## src/rtl/gmz_ram.sv

```systemverilog
// ----------------------------------------------------------------------------
// gmz_ram
// Generic simple dual-port RAM: one write port, one read port, registered read.
// ----------------------------------------------------------------------------
module gmz_ram #(
    parameter int WIDTH = 8,
    parameter int DEPTH = 256
) (
    input  logic                     i_clk,
    input  logic                     i_we,
    input  logic [$clog2(DEPTH)-1:0] i_waddr,
    input  logic [WIDTH-1:0]         i_wdata,
    input  logic [$clog2(DEPTH)-1:0] i_raddr,
    output logic [WIDTH-1:0]         o_rdata
);

    logic [WIDTH-1:0] mem [DEPTH];
    logic [WIDTH-1:0] r_rdata;

    always_ff @(posedge i_clk) begin
        if (i_we) begin
            mem[i_waddr] <= i_wdata;
        end
        r_rdata <= mem[i_raddr];
    end

    assign o_rdata = r_rdata;

endmodule

```

## config.mk

```make
export PLATFORM = sky130hd
export DESIGN_NAME = gmz_ram
export DESIGN_NICKNAME = d
export VERILOG_FILES = /design/src/rtl/gmz_ram.sv
export SDC_FILE = /design/constraint.sdc
export NUM_CORES = 2
export LEC_CHECK = 0
export ABC_AREA = 1
export BUFFER_PORTS_ARGS = -buffer_cell sky130_fd_sc_hd__buf_4
export CAP_MARGIN = 0
export CORE_ASPECT_RATIO = 1.75
export CORE_MARGIN = 1
export CORE_UTILIZATION = 40
export DETAILED_ROUTE_END_ITERATION = 7
export GPL_ROUTABILITY_DRIVEN = 0
export PLACE_DENSITY = 0.53
export SYNTH_ARGS = -nofsm -noshare
export SYNTH_HDL_FRONTEND = slang
export SYNTH_SLANG_ARGS = --single-unit
```

## constraint.sdc

```tcl
create_clock -name i_clk -period 4.4 [get_ports i_clk]
set_input_delay 0.88 -clock i_clk [delete_from_list [all_inputs] [get_ports i_clk]]
set_output_delay 0.88 -clock i_clk [all_outputs]
set_load 0.1 [all_outputs]
```

; Word level (Yosys, flattened, before mapping)
; Memories as Yosys holds them, arrays and structs flattened. A register that Yosys moved wholly into a read port is not among the register bits.
; Index checks and enable logic that the tools add are counted.
; W data, S select, Z words.
[totals]
regBits = 0
ramBits = 2048
input_bits = 26
out_inout_bits = 8
n_memories = 1
[memory_table]
columns = name, depth, word_bits, read_ports, rd_ports_with_merged_regs, write_ports, line_no
row1 = mem, 256, 8, 1, 1, 1, 17  ; logic [WIDTH-1:0] mem [DEPTH];
[classes]
n_mux = 2
[ops]
columns = operator, n
row1 = $mux W1, 2

; Logic depth before layout (Yosys ltp)
[logic_depth]
ltp_word = 2
depth_mapped = 15
depth_no_buf = 11

; Least setup slack after synthesis
; Ideal clock, no wire load.
[synth_timing]
kind = input port to flip-flop
startpoint = input port i_we
endpoint = memory mem[162][0], enable pin
setup_time_ns = 0.370
arrival_ns = 2.001
slack_ns = 2.029
path_stages = 4
n_path_buf = 2
path_cell_list = clkbuf_1 nand3_1 clkbuf_1 nor2_1
[synth_via]
elab_chain_cells = 2
[synth_rtl]
columns = element, line_no
row1 = from (decl), 10  ; input logic i_we,
row2 = $mux W1, 21  ; if (i_we) begin
row3 = $mux W1 (implied by the code), 22  ; mem[i_waddr] <= i_wdata;
row4 = to (decl), 17
; No other way between the ends.

==> results.yml <==
logic_synthesis:
  yosysSeqAreaShare_pct: 73.9
  avgSynthCellArea_um2: 11.9
  ys_seq_elements: 2056
  netlist_area_um2: 83400
  syn_inst: 7003
  netlist-cell-type-count: 14
  syn_nets: 7029
  yosys_warnings: 0
grt:
  first_global_vias: 53047
  grt_max_degree: 161
  grt_usage_pct: 23.8
  antenna_found_initial: 4
  grt-ovfl-total: 0
  grt_pass1_wl_um: 367000
sta:
  timing_hold_violations_final: 0
  fin_crit_ns: 2.98
  drv_slew: 0
  slew_headroom_pct: 22.0
  setup_viol: 0
  fin_skew_ns: 0.0473
  whs_ns: 0.416
  max_freq_mhz: 335
  finalSetupTns_ns: 0
  worstMarginPinSlew_ns: 1.17
  rsz0062_at_grt: "no"
  period_share_pct: 67.7
floorplan:
  dieArea_um2: 210000
  die_h_um: 606
  core_area_um2: 207000
  placementRows: 221
  io_pins: 34
  start_util_pct: 40.3
  fp.dieW_um: 347
setup_path:
  cpLargestDelayFamily: "simple AND/OR/NAND/NOR gates"
  crit_path_start_kind: "input port"
  path_common_cell: "nand3_1"
  worst_ep_arrival_time_ns: 3.70
  setup.worst_path.end_class: "register"
  worstPathCellList: "buf_8 -> inv_16 -> buf_4 -> nand2_1 -> nand3_1 -> nand3_1 -> nand3_1 -> nand3_1 -> nand3_1 -> nand3_1 -> nand2_1 -> nand2_1 -> nand2_1"
  r2r_setup_slack_ns: 2.22
  slowest_stage: "nand3_1"
  cp_max_fo: 92
  reg2reg_to: "o_rdata[3]$_DFF_P_"
  required_ns: 5.12
  r2r_start: "mem[139][3]$_DFFE_PP_"
  cp_num_buf_inv: 3
  path_class: "input port to register"
  max_stage_delay_ns: 0.43
  reg2reg_depth: 10
cts:
  clk_pin_slew_ns: 0.07
  postCtsSetupRepairBufs: 0
  cts_tree: "yes"
  cts.path.max_buffers: 4
  clkSinkCount: 2056
  ctsResizeCount: 0
  root_buffer: "clkbuf_16"
  htreeDepth: 4
  hold_buffers: 0
  cts_buffers: 186
  clk_latency_ns: 0.85
detailed_routing:
  wl_um: 252000
  drtIter0Drc: 5052
  wire_per_inst_um: 25.6
  routed-via-count: 54007
  vias_per_cell: 5.49
  drc_errors: 0
  drt_pass1_iterations: 8
  antenna_left: 0
cells_and_area:
  n_fill_cell: 18829
  area_growth_pct: 11.5
  fin_nets: 7049
  ff_latch_area_um2: 61700
  utilization_pct: 44.9
  layout-drive-gt1-share_pct: 7.99
  multi_input_area_um2: 19200
placed_design:
  dp_hpwl_um: 153000
  portBuffers: 33
power_and_ir_drop:
  ir_drop_mv: 0.262
  power.density_nw_per_um2: 427
  p_leak_uw: 0.0321
worst_hold_path:
  hold_start: "i_raddr[7]"
  hp-class: "input port to register"
  hold-path-cell-count: 3
  hold_path_end: "o_rdata[7]$_DFF_P_"
job:
  cap_violations: 0
run_status:
  status: "finished clean"
==> cells in the mapped netlist <==
library cell	number	area [um2]
nand2_1	2123	7970
inv_1	36	135
clkbuf_1	112	420
nor2_1	283	1060
buf_8	1	15.0
buf_4	46	345
inv_4	1	6.26
buf_2	268	1340
buf_6	16	180
buf_1	40	150
inv_2	2	7.51
edfxtp_1	2048	61500
nand3_1	2019	10100
dfxtp_1	8	160
==> final cells by class <==
class	instances	share of cell area, %
multi-input combinational	4425	20.6
tap	2676	3.60
inverter	39	0.194
timing repair buffer	315	3.37
clock buffer	229	5.28
antenna	3	0.00807
clock inverter	94	0.665
sequential	2056	66.3
==> metrics by stage <==
stage	power, uW	std cells	setup WS, ns	cell area (um2)
floorplan	23400	7003	2.03	83400
global placement	24700	9511	0.558	87500
detailed placement	24700	9511	0.572	87500
CTS	39900	9834	1.47	93000
global route	40700	9835	1.40	93000
finish	39700	9837	1.42	93000
==> how the worst max path moves through the flow <==
stage,startpoint,endpoint,depth (start not counted)
5_1_grt,i_raddr[1],o_rdata[7]$_DFF_P_,13
2_1_floorplan,i_we,mem[162][0]$_DFFE_PP_,4
6_report,i_raddr[0],o_rdata[3]$_DFF_P_,13
3_5_place_dp,i_raddr[1],o_rdata[7]$_DFF_P_,13
4_1_cts,i_raddr[1],o_rdata[7]$_DFF_P_,13
3_3_place_gp,i_raddr[1],o_rdata[7]$_DFF_P_,13
==> placed cells by master, fill, tap and decap left out, drive strengths merged <==
| cell type | synthesis | final |
|---|---|---|
| nor2 | 283 | 283 |
| inv | 39 | 42 |
| nand2 | 2123 | 2123 |
| buf | 371 | 315 |
| bufinv | 0 | 7 |
| clkbuf | 112 | 229 |
| edfxtp | 2048 | 2048 |
| diode | 0 | 3 |
| clkinv | 0 | 79 |
| clkinvlp | 0 | 5 |
| nand3 | 2019 | 2019 |
| dfxtp | 8 | 8 |
==> per-layer routing <==
| layer | global-route usage (%) | part of all wire (%) | vias up |
|---|---|---|---|
| li1 | - | - | 24843 |
| met1 | 28.1 | 37 | 26994 |
| met2 | 42.6 | 52 | 1674 |
| met3 | 2.46 | 4.9 | 494 |
| met4 | 12.5 | 5.7 | 2 |
| met5 | 0 | 0.0044 | - |
==> state kept, by name (all words and copies together) (netlist names) <==
register	count
mem	2048
o_rdata	8
==> logic make-up after synthesis <==
logic type / count (synthesis) / share of synthesized area [%]
AND/OR/NAND/NOR: 4425 / 22.9
buffers and inverters: 522 / 3.12
flip-flops: 2056 / 73.9
==> report_power, final <==
part           switching, uW  leakage (uW)  internal, uW
combinational           2040        0.0110           630
clock                   7120       0.00272          8310
sequential              38.2        0.0185         21600
==> worst reg2reg max path: stages, from the launching register on <==
cell and delay [ns]:
edfxtp_1 0.37, nand2_1 0.08, nand3_1 0.11, nand3_1 0.13
nand3_1 0.18, nand3_1 0.13, nand3_1 0.43, nand3_1 0.31
nand2_1 0.09, nand2_1 0.17, nand2_1 0.08
(Power assumes the default switching activity.)
